**config.mk**
```make
export PLATFORM = sky130hd
export DESIGN_NAME = backward_difference_derivative_bank_core_flat
export DESIGN_NICKNAME = d
export VERILOG_FILES = /design/src/bdd_pkg.sv /design/src/bdd_req_if.sv /design/src/bdd_rsp_if.sv /design/src/backward_difference_derivative_bank_core.sv /design/src/flat_wrapper.sv
export SDC_FILE = /design/constraint.sdc
export NUM_CORES = 2
export LEC_CHECK = 0
export ABC_AREA = 0
export ABC_CLOCK_PERIOD_IN_PS = 27400
export BUFFER_PORTS_ARGS = -buffer_cell sky130_fd_sc_hd__buf_2
export CAP_MARGIN = 25
export CORE_ASPECT_RATIO = 1.25
export CORE_UTILIZATION = 55
export CTS_CLUSTER_DIAMETER = 120
export CTS_CLUSTER_SIZE = 16
export DETAILED_ROUTE_END_ITERATION = 6
export PLACE_DENSITY = 0.73
export SLEW_MARGIN = 40
export SYNTH_ARGS = -nofsm -noshare
export SYNTH_HDL_FRONTEND = slang
export SYNTH_SLANG_ARGS = --single-unit
```
**constraint.sdc**
```tcl
create_clock -name clock -period 27.4 [get_ports clock]
set_clock_uncertainty 0.1 [all_clocks]
set_input_delay 4.11 -clock clock [delete_from_list [all_inputs] [get_ports clock]]
set_output_delay 4.11 -clock clock [all_outputs]
set_load 0.03 [all_outputs]
```
**src/bdd_pkg.sv**
```systemverilog
// Shared types, constants and stencil tables for the derivative bank.
`timescale 1ns / 1ps
package bdd_pkg;

   localparam int SAMPLE_WIDTH_DEF = 16;
   localparam int RESULT_WIDTH_DEF = 48;

   localparam int NUM_TAPS   = 9;
   localparam int NUM_ORDERS = 8;
   localparam int TAP_IDX_W  = 4;
   localparam int ORD_IDX_W  = 3;
   localparam int COEF_W     = 20;

   localparam int MUL_W      = 33;
   localparam int MAG_W      = 64;
   localparam int HALF_W     = 32;
   localparam int STEP_W     = 16;
   localparam int LO_W       = HALF_W + STEP_W;
   localparam int SCALE_W    = LO_W + HALF_W;

   localparam int DIGIT_W     = 8;
   localparam int NUM_DIGITS  = MAG_W / DIGIT_W;
   localparam int DIGIT_IDX_W = 3;
   localparam int REM_W       = 9;
   localparam int DIV_VAL_W   = REM_W + DIGIT_W;
   localparam int RECIP_SHIFT = 32;
   localparam int RECIP_W     = 32;
   localparam int SHIFT_W     = 3;

   localparam int CSR_ADDR_W  = 3;
   localparam int CSR_DATA_W  = 32;
   localparam int CSR_IDX_BIT = 2;
   localparam logic REG_INV_STEP = 1'b0;
   localparam logic [STEP_W-1:0] INV_STEP_RESET = 16'd1;

   localparam logic [MAG_W-1:0] MAG_NEG_LIM = 64'h8000_0000_0000_0000;
   localparam logic [MAG_W-1:0] MAG_POS_LIM = 64'h7FFF_FFFF_FFFF_FFFF;

   typedef enum logic [3:0] {
      S_IDLE,
      S_MAC,
      S_ABS,
      S_SCALE_LO,
      S_SCALE_HI,
      S_SCALE_SUM,
      S_DIV_PREP,
      S_DIV_MUL,
      S_DIV_STEP,
      S_FINISH,
      S_OUT
   } state_type;

   typedef logic signed [COEF_W-1:0] coef_type;

   // tap 0 newest, tap 8 oldest
   localparam coef_type COEF_TABLE [NUM_ORDERS][NUM_TAPS] = '{
      '{20'sd2283, -20'sd6720, 20'sd11760, -20'sd15680, 20'sd14700,
        -20'sd9408, 20'sd3920, -20'sd960, 20'sd105},
      '{20'sd29531, -20'sd138528, 20'sd312984, -20'sd448672, 20'sd435330,
        -20'sd284256, 20'sd120008, -20'sd29664, 20'sd3267},
      '{20'sd2403, -20'sd13960, 20'sd36706, -20'sd57384, 20'sd58280,
        -20'sd39128, 20'sd16830, -20'sd4216, 20'sd469},
      '{20'sd3207, -20'sd21056, 20'sd61156, -20'sd102912, 20'sd109930,
        -20'sd76352, 20'sd33636, -20'sd8576, 20'sd967},
      '{20'sd81, -20'sd575, 20'sd1790, -20'sd3195, 20'sd3580,
        -20'sd2581, 20'sd1170, -20'sd305, 20'sd35},
      '{20'sd39, -20'sd292, 20'sd956, -20'sd1788, 20'sd2090,
        -20'sd1564, 20'sd732, -20'sd196, 20'sd23},
      '{20'sd9, -20'sd70, 20'sd238, -20'sd462, 20'sd560,
        -20'sd434, 20'sd210, -20'sd58, 20'sd7},
      '{20'sd1, -20'sd8, 20'sd28, -20'sd56, 20'sd70,
        -20'sd56, 20'sd28, -20'sd8, 20'sd1}
   };

   // denominator = odd part << shift: 840, 5040, 240, 240, 6, 4, 2, 1
   localparam logic [SHIFT_W-1:0] DEN_SHIFT [NUM_ORDERS] = '{
      3'd3, 3'd4, 3'd4, 3'd4, 3'd1, 3'd2, 3'd1, 3'd0
   };

   localparam logic [REM_W-1:0] DEN_ODD [NUM_ORDERS] = '{
      9'd105, 9'd315, 9'd15, 9'd15, 9'd3, 9'd1, 9'd1, 9'd1
   };

   // ceil(2^32 / odd part); zero where the odd part is one
   localparam logic [RECIP_W-1:0] DEN_RECIP [NUM_ORDERS] = '{
      32'd40904451, 32'd13634817, 32'd286331154, 32'd286331154,
      32'd1431655766, 32'd0, 32'd0, 32'd0
   };

endpackage

```
**src/bdd_req_if.sv**
```systemverilog
// Request channel: one signed sample per request.
`timescale 1ns / 1ps
interface bdd_req_if #(
   parameter int SAMPLE_WIDTH = bdd_pkg::SAMPLE_WIDTH_DEF
);
   logic                           valid;
   logic                           ready;
   logic signed [SAMPLE_WIDTH-1:0] sample;

   modport source (output valid, output sample, input ready);
   modport sink   (input valid, input sample, output ready);
endinterface

```
**src/bdd_rsp_if.sv**
```systemverilog
// Response channel: sample and derivative estimates of orders one to eight.
`timescale 1ns / 1ps
interface bdd_rsp_if #(
   parameter int SAMPLE_WIDTH = bdd_pkg::SAMPLE_WIDTH_DEF,
   parameter int RESULT_WIDTH = bdd_pkg::RESULT_WIDTH_DEF
);
   logic                           valid;
   logic                           ready;
   logic signed [SAMPLE_WIDTH-1:0] value;
   logic signed [RESULT_WIDTH-1:0] deriv_first;
   logic signed [RESULT_WIDTH-1:0] deriv_second;
   logic signed [RESULT_WIDTH-1:0] deriv_third;
   logic signed [RESULT_WIDTH-1:0] deriv_fourth;
   logic signed [RESULT_WIDTH-1:0] deriv_fifth;
   logic signed [RESULT_WIDTH-1:0] deriv_sixth;
   logic signed [RESULT_WIDTH-1:0] deriv_seventh;
   logic signed [RESULT_WIDTH-1:0] deriv_eighth;
   logic                           overflow;

   modport source (
      output valid, output value, output deriv_first, output deriv_second,
      output deriv_third, output deriv_fourth, output deriv_fifth,
      output deriv_sixth, output deriv_seventh, output deriv_eighth,
      output overflow, input ready
   );
   modport sink (
      input valid, input value, input deriv_first, input deriv_second,
      input deriv_third, input deriv_fourth, input deriv_fifth,
      input deriv_sixth, input deriv_seventh, input deriv_eighth,
      input overflow, output ready
   );
endinterface

```
**src/backward_difference_derivative_bank_core.sv**
```systemverilog
// Nine-tap backward-difference derivative bank on one shared multiplier.
//
// Usage:
//   req_ch carries one signed sample per request (valid/ready). rsp_ch
//   returns that sample with derivative estimates of orders one to eight
//   and a saturation flag. The csr_ APB port holds inv_step at address 0.
// Sequencing:
//   One request is worked through and its response loaded before the next
//   request is taken. Per order: multiply-accumulate over the taps, inv_step
//   scaling (order k scales k times), and radix-256 division by the odd
//   part of the denominator for orders one to five. All of it runs through
//   a single 33x33 multiplier. req_ch.ready is high only between requests.
// Reset:
//   Clears the sample history to zero, inv_step to one, drops rsp valid.
// Stall:
//   The response sits in an output register; the next request is accepted
//   and processed meanwhile, and its result waits until that register frees.
`timescale 1ns / 1ps
module backward_difference_derivative_bank_core #(
   parameter int SAMPLE_WIDTH = bdd_pkg::SAMPLE_WIDTH_DEF,
   parameter int RESULT_WIDTH = bdd_pkg::RESULT_WIDTH_DEF
) (
   input  logic                              clock,
   input  logic                              reset,
   bdd_req_if.sink                           req_ch,
   bdd_rsp_if.source                         rsp_ch,
   input  logic                              csr_psel,
   input  logic                              csr_penable,
   input  logic                              csr_pwrite,
   input  logic [bdd_pkg::CSR_ADDR_W-1:0]    csr_paddr,
   input  logic [bdd_pkg::CSR_DATA_W-1:0]    csr_pwdata,
   output logic [bdd_pkg::CSR_DATA_W-1:0]    csr_prdata,
   output logic                              csr_pready
);
   import bdd_pkg::*;

   localparam int SUM_W = SAMPLE_WIDTH + 22;
   localparam logic [MAG_W-1:0] RES_LIM = MAG_W'(1) << (RESULT_WIDTH - 1);

   state_type state_ff, state_in;

   logic [STEP_W-1:0]                inv_step_ff, inv_step_in;
   logic signed [SAMPLE_WIDTH-1:0]   taps_ff [NUM_TAPS];
   logic signed [SAMPLE_WIDTH-1:0]   taps_in [NUM_TAPS];
   logic [ORD_IDX_W-1:0]             ord_ff, ord_in;
   logic [TAP_IDX_W-1:0]             tap_ff, tap_in;
   logic [ORD_IDX_W-1:0]             rep_ff, rep_in;
   logic [DIGIT_IDX_W-1:0]           dig_ff, dig_in;
   logic signed [SUM_W-1:0]          acc_ff, acc_in;
   logic signed [2*MUL_W-1:0]        mul_ff, mul_in;
   logic [MAG_W-1:0]                 mag_ff, mag_in;
   logic                             neg_ff, neg_in;
   logic [LO_W-1:0]                  lo_ff, lo_in;
   logic [MAG_W-1:0]                 quo_ff, quo_in;
   logic [REM_W-1:0]                 rem_ff, rem_in;
   logic                             ovf_ff, ovf_in;
   logic signed [RESULT_WIDTH-1:0]   res_ff [NUM_ORDERS];
   logic signed [RESULT_WIDTH-1:0]   res_in [NUM_ORDERS];

   logic                             rsp_valid_ff, rsp_valid_in;
   logic signed [SAMPLE_WIDTH-1:0]   out_value_ff, out_value_in;
   logic signed [RESULT_WIDTH-1:0]   out_deriv_ff [NUM_ORDERS];
   logic signed [RESULT_WIDTH-1:0]   out_deriv_in [NUM_ORDERS];
   logic                             out_ovf_ff, out_ovf_in;

   logic signed [MUL_W-1:0]          mul_a, mul_b;
   logic                             req_fire;
   logic                             out_load;
   logic [TAP_IDX_W-1:0]             tap_idx;
   logic [MAG_W-1:0]                 acc_ext;
   logic [SCALE_W-1:0]               scale_full;
   logic                             scale_sat;
   logic [DIV_VAL_W-1:0]             div_value;
   logic [DIGIT_W-1:0]               q_digit;
   logic [DIV_VAL_W-1:0]             div_rem_full;
   logic [MAG_W-1:0]                 fin_q;
   logic                             fin_sat;
   logic signed [RESULT_WIDTH-1:0]   fin_res;
   logic                             csr_write;

   // configuration port
   assign csr_pready = 1'b1;
   assign csr_write  = csr_psel && csr_penable && csr_pwrite && csr_pready
                       && (csr_paddr[CSR_IDX_BIT] == REG_INV_STEP);
   assign csr_prdata = (csr_paddr[CSR_IDX_BIT] == REG_INV_STEP) ?
                       CSR_DATA_W'(inv_step_ff) : '0;
   assign inv_step_in = csr_write ? csr_pwdata[STEP_W-1:0] : inv_step_ff;

   // shared arithmetic
   assign tap_idx  = (tap_ff < TAP_IDX_W'(NUM_TAPS)) ? tap_ff : '0;
   assign mul_in   = mul_a * mul_b;
   assign acc_ext  = MAG_W'(acc_ff);
   assign scale_full = {mul_ff[LO_W-1:0], HALF_W'(0)} + SCALE_W'(lo_ff);
   assign scale_sat  = scale_full > SCALE_W'(neg_ff ? MAG_NEG_LIM : MAG_POS_LIM);
   assign div_value  = {rem_ff, mag_ff[MAG_W-1 -: DIGIT_W]};
   assign q_digit    = mul_ff[RECIP_SHIFT +: DIGIT_W];
   assign div_rem_full = div_value
                         - DIV_VAL_W'(q_digit) * DIV_VAL_W'(DEN_ODD[ord_ff]);

   always_comb begin
      if (neg_ff) begin
         fin_sat = quo_ff > RES_LIM;
         fin_q   = fin_sat ? RES_LIM : quo_ff;
         fin_res = RESULT_WIDTH'(MAG_W'(0) - fin_q);
      end else begin
         fin_sat = quo_ff >= RES_LIM;
         fin_q   = fin_sat ? (RES_LIM - MAG_W'(1)) : quo_ff;
         fin_res = RESULT_WIDTH'(fin_q);
      end
   end

   // next state
   always_comb begin
      state_in = state_ff;
      case (state_ff)
         S_IDLE:      if (req_ch.valid) state_in = S_MAC;
         S_MAC:       if (tap_ff == TAP_IDX_W'(NUM_TAPS)) state_in = S_ABS;
         S_ABS:       state_in = S_SCALE_LO;
         S_SCALE_LO:  state_in = S_SCALE_HI;
         S_SCALE_HI:  state_in = S_SCALE_SUM;
         S_SCALE_SUM: state_in = (rep_ff == ord_ff) ? S_DIV_PREP : S_SCALE_LO;
         S_DIV_PREP:  state_in = (DEN_ODD[ord_ff] == REM_W'(1)) ? S_FINISH : S_DIV_MUL;
         S_DIV_MUL:   state_in = S_DIV_STEP;
         S_DIV_STEP:  state_in = (dig_ff == DIGIT_IDX_W'(NUM_DIGITS - 1)) ?
                                 S_FINISH : S_DIV_MUL;
         S_FINISH:    state_in = (ord_ff == ORD_IDX_W'(NUM_ORDERS - 1)) ? S_OUT : S_MAC;
         S_OUT:       if (out_load) state_in = S_IDLE;
         default:     state_in = S_IDLE;
      endcase
   end

   // outputs of the sequencer: handshake and multiplier operands
   always_comb begin
      req_ch.ready = 1'b0;
      out_load     = 1'b0;
      mul_a        = '0;
      mul_b        = '0;
      case (state_ff)
         S_IDLE: req_ch.ready = 1'b1;
         S_MAC: begin
            mul_a = MUL_W'(taps_ff[tap_idx]);
            mul_b = MUL_W'(COEF_TABLE[ord_ff][tap_idx]);
         end
         S_SCALE_LO: begin
            mul_a = MUL_W'(mag_ff[HALF_W-1:0]);
            mul_b = MUL_W'(inv_step_ff);
         end
         S_SCALE_HI: begin
            mul_a = MUL_W'(mag_ff[MAG_W-1:HALF_W]);
            mul_b = MUL_W'(inv_step_ff);
         end
         S_DIV_MUL: begin
            mul_a = MUL_W'(div_value);
            mul_b = MUL_W'(DEN_RECIP[ord_ff]);
         end
         S_OUT: out_load = !rsp_valid_ff || rsp_ch.ready;
         default: ;
      endcase
   end

   assign req_fire = req_ch.valid && req_ch.ready;

   // datapath next values
   always_comb begin
      taps_in = taps_ff;
      ord_in  = ord_ff;
      tap_in  = tap_ff;
      rep_in  = rep_ff;
      dig_in  = dig_ff;
      acc_in  = acc_ff;
      mag_in  = mag_ff;
      neg_in  = neg_ff;
      lo_in   = lo_ff;
      quo_in  = quo_ff;
      rem_in  = rem_ff;
      ovf_in  = ovf_ff;
      res_in  = res_ff;
      case (state_ff)
         S_IDLE: begin
            if (req_fire) begin
               taps_in[0] = req_ch.sample;
               for (int j = 1; j < NUM_TAPS; j++) begin
                  taps_in[j] = taps_ff[j-1];
               end
               ord_in = '0;
               tap_in = '0;
               rep_in = '0;
               acc_in = '0;
               ovf_in = 1'b0;
            end
         end
         S_MAC: begin
            tap_in = tap_ff + TAP_IDX_W'(1);
            if (tap_ff != '0) begin
               acc_in = acc_ff + SUM_W'(mul_ff);
            end
         end
         S_ABS: begin
            neg_in = acc_ff[SUM_W-1];
            mag_in = acc_ff[SUM_W-1] ? (MAG_W'(0) - acc_ext) : acc_ext;
            rep_in = '0;
         end
         S_SCALE_HI: lo_in = mul_ff[LO_W-1:0];
         S_SCALE_SUM: begin
            if (scale_sat) begin
               mag_in = neg_ff ? MAG_NEG_LIM : MAG_POS_LIM;
               ovf_in = 1'b1;
            end else begin
               mag_in = scale_full[MAG_W-1:0];
            end
            if (rep_ff != ord_ff) begin
               rep_in = rep_ff + ORD_IDX_W'(1);
            end
         end
         S_DIV_PREP: begin
            mag_in = mag_ff >> DEN_SHIFT[ord_ff];
            quo_in = mag_ff >> DEN_SHIFT[ord_ff];
            rem_in = '0;
            dig_in = '0;
         end
         S_DIV_STEP: begin
            quo_in = {quo_ff[MAG_W-DIGIT_W-1:0], q_digit};
            mag_in = mag_ff << DIGIT_W;
            rem_in = div_rem_full[REM_W-1:0];
            dig_in = dig_ff + DIGIT_IDX_W'(1);
         end
         S_FINISH: begin
            res_in[ord_ff] = fin_res;
            if (fin_sat) begin
               ovf_in = 1'b1;
            end
            if (ord_ff != ORD_IDX_W'(NUM_ORDERS - 1)) begin
               ord_in = ord_ff + ORD_IDX_W'(1);
            end
            tap_in = '0;
            acc_in = '0;
         end
         default: ;
      endcase
   end

   // response register
   always_comb begin
      rsp_valid_in = rsp_valid_ff;
      out_value_in = out_value_ff;
      out_deriv_in = out_deriv_ff;
      out_ovf_in   = out_ovf_ff;
      if (rsp_valid_ff && rsp_ch.ready) begin
         rsp_valid_in = 1'b0;
      end
      if (out_load) begin
         rsp_valid_in = 1'b1;
         out_value_in = taps_ff[0];
         out_deriv_in = res_ff;
         out_ovf_in   = ovf_ff;
      end
   end

   assign rsp_ch.valid         = rsp_valid_ff;
   assign rsp_ch.value         = out_value_ff;
   assign rsp_ch.deriv_first   = out_deriv_ff[0];
   assign rsp_ch.deriv_second  = out_deriv_ff[1];
   assign rsp_ch.deriv_third   = out_deriv_ff[2];
   assign rsp_ch.deriv_fourth  = out_deriv_ff[3];
   assign rsp_ch.deriv_fifth   = out_deriv_ff[4];
   assign rsp_ch.deriv_sixth   = out_deriv_ff[5];
   assign rsp_ch.deriv_seventh = out_deriv_ff[6];
   assign rsp_ch.deriv_eighth  = out_deriv_ff[7];
   assign rsp_ch.overflow      = out_ovf_ff;

   // control state
   always_ff @(posedge clock) begin
      if (reset) begin
         state_ff     <= S_IDLE;
         inv_step_ff  <= INV_STEP_RESET;
         ord_ff       <= '0;
         tap_ff       <= '0;
         rep_ff       <= '0;
         dig_ff       <= '0;
         rsp_valid_ff <= 1'b0;
         for (int j = 0; j < NUM_TAPS; j++) begin
            taps_ff[j] <= '0;
         end
      end else begin
         state_ff     <= state_in;
         inv_step_ff  <= inv_step_in;
         ord_ff       <= ord_in;
         tap_ff       <= tap_in;
         rep_ff       <= rep_in;
         dig_ff       <= dig_in;
         rsp_valid_ff <= rsp_valid_in;
         taps_ff      <= taps_in;
      end
   end

   // payload
   always_ff @(posedge clock) begin
      acc_ff       <= acc_in;
      mul_ff       <= mul_in;
      mag_ff       <= mag_in;
      neg_ff       <= neg_in;
      lo_ff        <= lo_in;
      quo_ff       <= quo_in;
      rem_ff       <= rem_in;
      ovf_ff       <= ovf_in;
      res_ff       <= res_in;
      out_value_ff <= out_value_in;
      out_deriv_ff <= out_deriv_in;
      out_ovf_ff   <= out_ovf_in;
   end

   a_accept_starts: assert property (@(posedge clock) disable iff (reset)
      req_fire |=> (state_ff == S_MAC) && (ord_ff == '0) && (tap_ff == '0))
      else $error("request did not start order one");

   a_rep_bound: assert property (@(posedge clock) disable iff (reset)
      rep_ff <= ord_ff)
      else $error("scaling count ran past order");

   a_digit_exact: assert property (@(posedge clock) disable iff (reset)
      (state_ff == S_DIV_STEP) |-> (div_rem_full < DIV_VAL_W'(DEN_ODD[ord_ff])))
      else $error("reciprocal quotient digit off by one");

   a_rsp_from_out: assert property (@(posedge clock) disable iff (reset)
      $rose(rsp_valid_ff) |-> $past(state_ff == S_OUT))
      else $error("response raised outside output state");

   a_ready_idle: assert property (@(posedge clock) disable iff (reset)
      req_fire |=> !req_ch.ready)
      else $error("second request taken while busy");

endmodule

```
**src/flat_wrapper.sv**
```systemverilog
// flat-port wrapper written by rule: the top's interface ports become plain ports
module backward_difference_derivative_bank_core_flat import bdd_pkg::*;
#(
   parameter int SAMPLE_WIDTH = bdd_pkg::SAMPLE_WIDTH_DEF,
   parameter int RESULT_WIDTH = bdd_pkg::RESULT_WIDTH_DEF
)
  (clock, reset, csr_psel, csr_penable, csr_pwrite, csr_paddr, csr_pwdata, csr_prdata, csr_pready, req_ch_valid, req_ch_sample, req_ch_ready, rsp_ch_valid, rsp_ch_value, rsp_ch_deriv_first, rsp_ch_deriv_second, rsp_ch_deriv_third, rsp_ch_deriv_fourth, rsp_ch_deriv_fifth, rsp_ch_deriv_sixth, rsp_ch_deriv_seventh, rsp_ch_deriv_eighth, rsp_ch_overflow, rsp_ch_ready);
  bdd_req_if #(.SAMPLE_WIDTH(SAMPLE_WIDTH)) req_ch_i ();
  bdd_rsp_if #(.SAMPLE_WIDTH(SAMPLE_WIDTH), .RESULT_WIDTH(RESULT_WIDTH)) rsp_ch_i ();
  input  logic clock;
  input  logic reset;
  input  logic csr_psel;
  input  logic csr_penable;
  input  logic csr_pwrite;
  input  logic [bdd_pkg::CSR_ADDR_W-1:0] csr_paddr;
  input  logic [bdd_pkg::CSR_DATA_W-1:0] csr_pwdata;
  output logic [bdd_pkg::CSR_DATA_W-1:0] csr_prdata;
  output logic csr_pready;
  input wire logic [$bits(req_ch_i.valid)-1:0] req_ch_valid;
  input wire logic [$bits(req_ch_i.sample)-1:0] req_ch_sample;
  output wire logic [$bits(req_ch_i.ready)-1:0] req_ch_ready;
  output wire logic [$bits(rsp_ch_i.valid)-1:0] rsp_ch_valid;
  output wire logic [$bits(rsp_ch_i.value)-1:0] rsp_ch_value;
  output wire logic [$bits(rsp_ch_i.deriv_first)-1:0] rsp_ch_deriv_first;
  output wire logic [$bits(rsp_ch_i.deriv_second)-1:0] rsp_ch_deriv_second;
  output wire logic [$bits(rsp_ch_i.deriv_third)-1:0] rsp_ch_deriv_third;
  output wire logic [$bits(rsp_ch_i.deriv_fourth)-1:0] rsp_ch_deriv_fourth;
  output wire logic [$bits(rsp_ch_i.deriv_fifth)-1:0] rsp_ch_deriv_fifth;
  output wire logic [$bits(rsp_ch_i.deriv_sixth)-1:0] rsp_ch_deriv_sixth;
  output wire logic [$bits(rsp_ch_i.deriv_seventh)-1:0] rsp_ch_deriv_seventh;
  output wire logic [$bits(rsp_ch_i.deriv_eighth)-1:0] rsp_ch_deriv_eighth;
  output wire logic [$bits(rsp_ch_i.overflow)-1:0] rsp_ch_overflow;
  input wire logic [$bits(rsp_ch_i.ready)-1:0] rsp_ch_ready;
  assign req_ch_i.valid = req_ch_valid;
  assign req_ch_i.sample = req_ch_sample;
  assign req_ch_ready = req_ch_i.ready;
  assign rsp_ch_valid = rsp_ch_i.valid;
  assign rsp_ch_value = rsp_ch_i.value;
  assign rsp_ch_deriv_first = rsp_ch_i.deriv_first;
  assign rsp_ch_deriv_second = rsp_ch_i.deriv_second;
  assign rsp_ch_deriv_third = rsp_ch_i.deriv_third;
  assign rsp_ch_deriv_fourth = rsp_ch_i.deriv_fourth;
  assign rsp_ch_deriv_fifth = rsp_ch_i.deriv_fifth;
  assign rsp_ch_deriv_sixth = rsp_ch_i.deriv_sixth;
  assign rsp_ch_deriv_seventh = rsp_ch_i.deriv_seventh;
  assign rsp_ch_deriv_eighth = rsp_ch_i.deriv_eighth;
  assign rsp_ch_overflow = rsp_ch_i.overflow;
  assign rsp_ch_i.ready = rsp_ch_ready;
  backward_difference_derivative_bank_core #(.SAMPLE_WIDTH(SAMPLE_WIDTH), .RESULT_WIDTH(RESULT_WIDTH)) u_core (.clock(clock), .reset(reset), .req_ch(req_ch_i), .rsp_ch(rsp_ch_i), .csr_psel(csr_psel), .csr_penable(csr_penable), .csr_pwrite(csr_pwrite), .csr_paddr(csr_paddr), .csr_pwdata(csr_pwdata), .csr_prdata(csr_prdata), .csr_pready(csr_pready));
endmodule
```
; ---- Word-level counts from Yosys, hierarchy flattened
; Memory sizes are Yosys's and may differ from the RTL's.
; Cells that the tools add are included.
[totals]
wordCells = 178
output_inout_bits = 436
reg_bits = 1236
mem_count = 4
rom_bits = 1792
in_bits = 58
[classes]
n_lt_le_gt_ge = 7
n_eq_ne = 26
addsub = 9
shifts = 1
multipliers = 2
reduce_logical = 25
mux = 59
bitwise = 3
[memory_table]
columns = memory, depth, word_bits, read_ports, rd_ports_with_merged_regs, write_ports, line_no
row1 = (name not given), 8, 180, 1, 0, 0, backward_difference_derivative_bank_core.sv:142  ; mul_b = MUL_W'(COEF_TABLE[ord_ff][tap_idx]);
row2 = (name not given), 8, 32, 1, 0, 0, backward_difference_derivative_bank_core.sv:154  ; mul_b = MUL_W'(DEN_RECIP[ord_ff]);
row3 = (name not given), 8, 9, 1, 0, 0, backward_difference_derivative_bank_core.sv:98  ; - DIV_VAL_W'(q_digit) * DIV_VAL_W'(DEN_ODD[ord_ff]);
row4 = (name not given), 8, 3, 1, 0, 0, backward_difference_derivative_bank_core.sv:216  ; mag_in = mag_ff >> DEN_SHIFT[ord_ff];
[op_table]
columns = op, count
row1 = bitwise mux 384 bit, 1
row2 = two-way mux 180 bit, 2
row3 = two-way mux 64 bit, 4
row4 = one-hot mux 64 bit (4 select lines), 1
row5 = two-way mux 48 bit, 4
row6 = demux 48 bit (select 3 bit), 1
row7 = one-hot mux 33 bit (4 select lines), 1
row8 = one-hot mux 64 bit (2 select lines), 1
row9 = one-hot mux 38 bit (3 select lines), 1
row10 = one-hot mux 33 bit (3 select lines), 1
row11 = adder 80 x 48 -> 80 bit, 1
row12 = binary-select mux 20 bit (select 4 bit), 1
row13 = greater-than comparator 80 bit, 1
row14 = two-way mux 38 bit, 2
row15 = binary-select mux 16 bit (select 4 bit), 1
row16 = greater-or-equal comparator 64 x 48 -> 1 bit (second input constant), 1
row17 = greater-than comparator 64 x 48 -> 1 bit (second input constant), 1
row18 = two-way mux 32 bit, 2
row19 = >> shifter 64 x 3 -> 64 bit, 1
row20 = multiplier 33 x 33 -> 48 bit, 1
row21 = two-way mux 16 bit, 3
row22 = subtractor 1 x 48 -> 48 bit (first input constant), 1
row23 = one-hot mux 4 bit (11 select lines), 1
row24 = two-way mux 20 bit, 2
row25 = 44 further kinds, 96

; ---- Depth between registers and ports, before layout
[logic_depth]
depth_word = 9
depth_mapped = 43
ltp_nobuf = 38

; ---- Worst setup path after synthesis
; Ideal clock, no wire load.
[synth_timing]
kind = input port to flip-flop
start = in rsp_ch_ready
end = reg u_core.out_deriv_ff, in the netlist u_core.rsp_ch.deriv_eighth[0], enable pin
arrival_time_ns = 23.392
n_path_buf = 0
setup_slack_ns = 2.607
cell_stages = 2
t_required_ns = 25.999
cell_sequence = inv_1 -> a21oi_1
[synth_between]
elab_chain_len = 2
[synth_rtl]
columns = item, line_no
row1 = "start, declared", flat_wrapper.sv:33  ; input wire logic [$bits(rsp_ch_i.ready)-1:0] rsp_ch_ready;
row2 = logical OR 1 bit, backward_difference_derivative_bank_core.sv:156  ; S_OUT: out_load = !rsp_valid_ff || rsp_ch.ready;
row3 = two-way mux 1 bit, backward_difference_derivative_bank_core.sv:138  ; case (state_ff)
row4 = net u_core.out_load, backward_difference_derivative_bank_core.sv:68  ; logic out_load;
row5 = "end signal, assigned", backward_difference_derivative_bank_core.sv:308  ; out_deriv_ff <= out_deriv_in;
row6 = "end, declared", backward_difference_derivative_bank_core.sv:62  ; logic signed [RESULT_WIDTH-1:0] out_deriv_ff [NUM_ORDERS];
; The timed path passes the listed nets, and every way through them passes these cells.
; A chain may end at the register's enable or synchronous reset.

; ---- Final worst setup path
[layout_timing]
start = reg u_core.tap_ff[1]
end = reg u_core.mul_ff[45]
[layout_between]
elab_chain_len = 8
elab_cells_between_ends = 12
[layout_rtl]
columns = item, line_no
row1 = "start, declared", backward_difference_derivative_bank_core.sv:46  ; logic [TAP_IDX_W-1:0] tap_ff, tap_in;
row2 = "start signal, assigned", backward_difference_derivative_bank_core.sv:288  ; tap_ff <= tap_in;
row3 = less-than comparator 4 bit, backward_difference_derivative_bank_core.sv:90  ; assign tap_idx = (tap_ff < TAP_IDX_W'(NUM_TAPS)) ? tap_ff : '0;
row4 = two-way mux 4 bit (*), backward_difference_derivative_bank_core.sv:90
row5 = NOT 4 -> 5 bit (not written as such) (*), "backward_difference_derivative_bank_core.sv:141, backward_difference_derivative_bank_core.sv:142"
row6 = binary-select mux 16 bit (select 4 bit) or binary-select mux 20 bit (select 4 bit) (tied branches), "backward_difference_derivative_bank_core.sv:141, backward_difference_derivative_bank_core.sv:142"
row7 = two-way mux 16 bit (not written as such) or two-way mux 20 bit (tied branches) (2 in a row), "backward_difference_derivative_bank_core.sv:141, backward_difference_derivative_bank_core.sv:142"
row8 = one-hot mux 33 bit (4 select lines) or one-hot mux 33 bit (3 select lines) (tied branches), backward_difference_derivative_bank_core.sv:138
row9 = multiplier 33 x 33 -> 48 bit (*), backward_difference_derivative_bank_core.sv:91  ; assign mul_in = mul_a * mul_b;
row10 = net u_core.mul_in[45], backward_difference_derivative_bank_core.sv:50  ; logic signed [2*MUL_W-1:0] mul_ff, mul_in;
row11 = "end signal, assigned", backward_difference_derivative_bank_core.sv:299  ; mul_ff <= mul_in;
row12 = "end, declared", backward_difference_derivative_bank_core.sv:50
; The timed path passes the listed nets; every way through them passes the cells marked *. The select of a mux whose other input is x is not followed.

==> results.sh <==
export IMPL_critPathLaunchType="flop"
export IMPL_slowest_stage="dfxtp_1"
export IMPL_drc=0
export IMPL_avgSynthCellArea_um2=10.8
export IMPL_async_reset_ff_share_pct=0
export IMPL_synthCells=7660
export IMPL_fin_util_pct=60.3
export IMPL_powerDensity_nw_per_um2=67.0
export IMPL_synth_area_leaders="edfxtp_1 37%, fa_1 21%, dfxtp_1 5.5%"
export IMPL_crit_arrival_ns=12.96
export IMPL_relSlewSlack_pct=35.5
export IMPL_ff_latch_area_um2=34900
export IMPL_clk_latency_ns=0.74
export IMPL_tightest_slew_ns=0.968
export IMPL_synth_yosys_warnings=0
export IMPL_postCtsResizedCells=0
export IMPL_worstSetupPathType="reg -> reg"
export IMPL_place_gp_congestion=1.01
export IMPL_yosys_cell_types_count=97
export IMPL_die_area_um2=152000
export IMPL_hold_end="u_core.rsp_ch.deriv_seventh[18]"
export IMPL_hpwlAfterDp_um=189000
export IMPL_comb_power_share_pct=41.4
export IMPL_final_cell_mix="1132 x nand2_1, 1082 x inv_1, 1010 x edfxtp_1, 878 x fa_1, 528 x nor2_1"
export IMPL_p_int_uw=3600
export IMPL_cts_sinks=1236
export IMPL_viasPerCell=5.91
export IMPL_seq_power_share_pct=38.3
export IMPL_hold_class="reg -> reg"
export IMPL_p_sw_uw=2460
export IMPL_max_stage_delay_ns=0.85
export IMPL_ys_flop_type="edfxtp_1"
export IMPL_r2r_start="u_core.tap_ff[1]"
export IMPL_ys_seq_elements=1236
export IMPL_numCtsBuffers=87
export IMPL_status="finished, final reports clean"
export IMPL_layout_commonest_cell="nand2_1"
export IMPL_clk_pin_slew_ns=0.08
export IMPL_r2r_cells=36
export IMPL_fmax_mhz=80.7
export IMPL_finalSetupViolations=0
export IMPL_firstDrtPassIters=6
export IMPL_synth_edf_count=1010
export IMPL_std_cell_rows=159
export IMPL_rrSetupSlack_ns=15.01
export IMPL_clock_path_buffers=3
export IMPL_crit_fanout=50
export IMPL_final_period_utilization_pct=45.2
export IMPL_cp_end_kind="flop"
export IMPL_worst_endpoint_required_ns=27.97
export IMPL_worst_slack_ns=15.01
export IMPL_io_buffers=458
export IMPL_grt_start_max_net_pins=172
export IMPL_rr_endpoint="u_core.mul_ff[45]"
export IMPL_post_cts_buffers=0
export IMPL_grtUsageTotal_pct=33.1
export IMPL_hold_viol_final=0
export IMPL_setup_tns_ns=0
export IMPL_antenna_found_initial=7
export IMPL_area_growth_pct=8.94
export IMPL_ys_seq_area_share_pct=42.0
export IMPL_yosysTopAreaCell="edfxtp_1"
export IMPL_nets=9251
export IMPL_drv_cap=0
export IMPL_ir_worst_vdd_v=0.0000535
export IMPL_report_final_slew_viol_count=0
export IMPL_num_io_pins=494
export IMPL_cts_tree="yes"
export IMPL_post_place_ws_ns=14.95
export IMPL_core_area_um2=150000
export IMPL_clkPwrFrac_pct=20.3
export IMPL_synth_top_cell_area_share_pct=36.6
export IMPL_die_h_um=436
export IMPL_die_w_um=349
export IMPL_wl_per_cell_um=25.0
export IMPL_start_util_pct=55.3
export IMPL_min_period_ns=12.39
export IMPL_via_count=59300
export IMPL_drtAntennaViolNets=0
export IMPL_cp_common_cell="fa_1"
export IMPL_wl_um=251000
export IMPL_grt_overflow=0
export IMPL_n_fill_cell=12400
export IMPL_drtIter0Drc=5606
export IMPL_p_leak_uw=0.0372
export IMPL_multiInputGateArea_um2=43000
export IMPL_ctsRootBufferMaster="clkbuf_16"
export IMPL_postCtsHoldBufs=0
export IMPL_whs_path_depth=0
export IMPL_synthesis_area_um2=83000
export IMPL_grt_pass1_vias=60100
export IMPL_hp_start="u_core.res_ff[66]"
export IMPL_grt_first_pass_wirelength_um=373000
export IMPL_switching_share_pct=40.7
export IMPL_drive_above_1_share_pct=10.4
export IMPL_htreeDepth=3
export IMPL_rsz0062_at_grt="false"
power by group through the flow:
stage / combinational, uW / sequential (uW) / clock, uW
after floorplan: 1570 / 2290 / 0
after global placement: 2390 / 2350 / 0
after global routing: 2700 / 2320 / 1310
final: 2510 / 2320 / 1230
after CTS: 2460 / 2320 / 1250
after detailed placement: 2440 / 2360 / 0
flip-flops by register name, summed over array words and instances, names as in the netlist, 16 cells and up:
| signal | cells |
|---|---|
| u_core.rsp_ch.deriv_sixth | 48 |
| u_core.taps_ff | 144 |
| u_core.rsp_ch.deriv_third | 48 |
| u_core.lo_ff | 48 |
| u_core.mag_ff | 64 |
| u_core.quo_ff | 64 |
| u_core.rsp_ch.deriv_fourth | 48 |
| u_core.rsp_ch.deriv_first | 48 |
| u_core.res_ff | 384 |
| u_core.rsp_ch.deriv_eighth | 48 |
| u_core.rsp_ch.deriv_fifth | 48 |
| u_core.rsp_ch.deriv_second | 48 |
| u_core.rsp_ch.value | 16 |
| u_core.inv_step_ff | 16 |
| u_core.mul_ff | 48 |
| u_core.acc_ff | 38 |
| u_core.rsp_ch.deriv_seventh | 48 |
cell usage after synthesis (13+ instances only):
cell	n
nor4_1	25
xor2_1	50
nor2_1	542
buf_2	13
mux2i_1	186
ha_1	345
nand3_1	89
o22a_1	15
buf_4	19
and2_1	76
edfxtp_1	1010
clkbuf_1	326
a21oi_1	496
a22oi_1	25
and3_1	24
nor3_1	76
dfxtp_1	226
fa_1	878
or2_2	17
a222oi_1	15
xnor2_1	146
o21bai_1	14
or3_1	29
a211oi_1	31
o22ai_1	24
a211o_1	19
nand2_1	1135
o21ai_0	125
a31oi_1	26
nor2b_1	45
nand4_1	39
o21ai_1	27
a221oi_1	55
a221o_1	26
a21o_1	65
o31ai_1	21
o21a_1	36
inv_1	1085
nand2b_1	24
o211ai_1	28
buf_1	29
logic make-up after synthesis:
group	synth area share, %
AND/OR/NAND/NOR	11.4
XOR/XNOR	2.07
multiplexers	2.60
other	0.00905
buffers and inverters	6.81
AO/OA/AOI/OAI	8.77
adder cells (fa/ha/maj)	26.4
flip-flops	42.0
final cells by class:
| class | count | area share [%] |
|---|---|---|
| diodes | 1 | 0.00277 |
| clock buffers | 133 | 2.65 |
| clock inverters | 8 | 0.140 |
| inverters | 1086 | 4.51 |
| multi-input cells | 4963 | 47.5 |
| flip-flops and latches | 1236 | 38.6 |
| well taps | 2012 | 2.78 |
| repair buffers | 596 | 3.82 |
per-layer routing:
metal	up-vias	share of wire, %	GRT usage, %
li1	26000	-	-
met5	-	0.014	0
met2	2875	48	55.3
met4	4	8.1	22.9
met3	817	8.2	6.13
met1	29600	35	38.4
worst max-delay path: cells and delay by family (launching register included):
family                   cells  cell delay, ns
adder cells (fa/ha/maj)     10            4.74
AO/OA/AOI/OAI               11            3.11
buffers and inverters        9            1.88
AND/OR/NAND/NOR              5            1.45
flip-flops                   1            0.85
XOR/XNOR                     1            0.14
worst max path at each step:
stage / slack, ns / to / startpoint / cells after the start
4_1_cts: 14.95 / u_core.mul_ff[45] / u_core.tap_ff[1] / 35
5_1_grt: 14.53 / u_core.mul_ff[45] / u_core.tap_ff[1] / 33
3_3_place_gp: 14.90 / u_core.mul_ff[43] / u_core.tap_ff[1] / 33
3_5_place_dp: 14.95 / u_core.mul_ff[45] / u_core.tap_ff[1] / 35
6_report: 15.01 / u_core.mul_ff[45] / u_core.tap_ff[1] / 36
2_1_floorplan: 2.61 / u_core.rsp_ch.deriv_eighth[0] / rsp_ch_ready / 2
through the flow:
step                hold slack (ns)  area, um^2  cells  power (uW)
floorplan                     0.300       83000   7675        3860
global placement              0.301       87500   9881        4740
detailed placement            0.305       87800   9891        4800
CTS                           0.292       90300  10000        6020
global route                  0.304       90400  10000        6330
finish                        0.291       90400  10000        6060
Power figures use the tool's default switching activity.
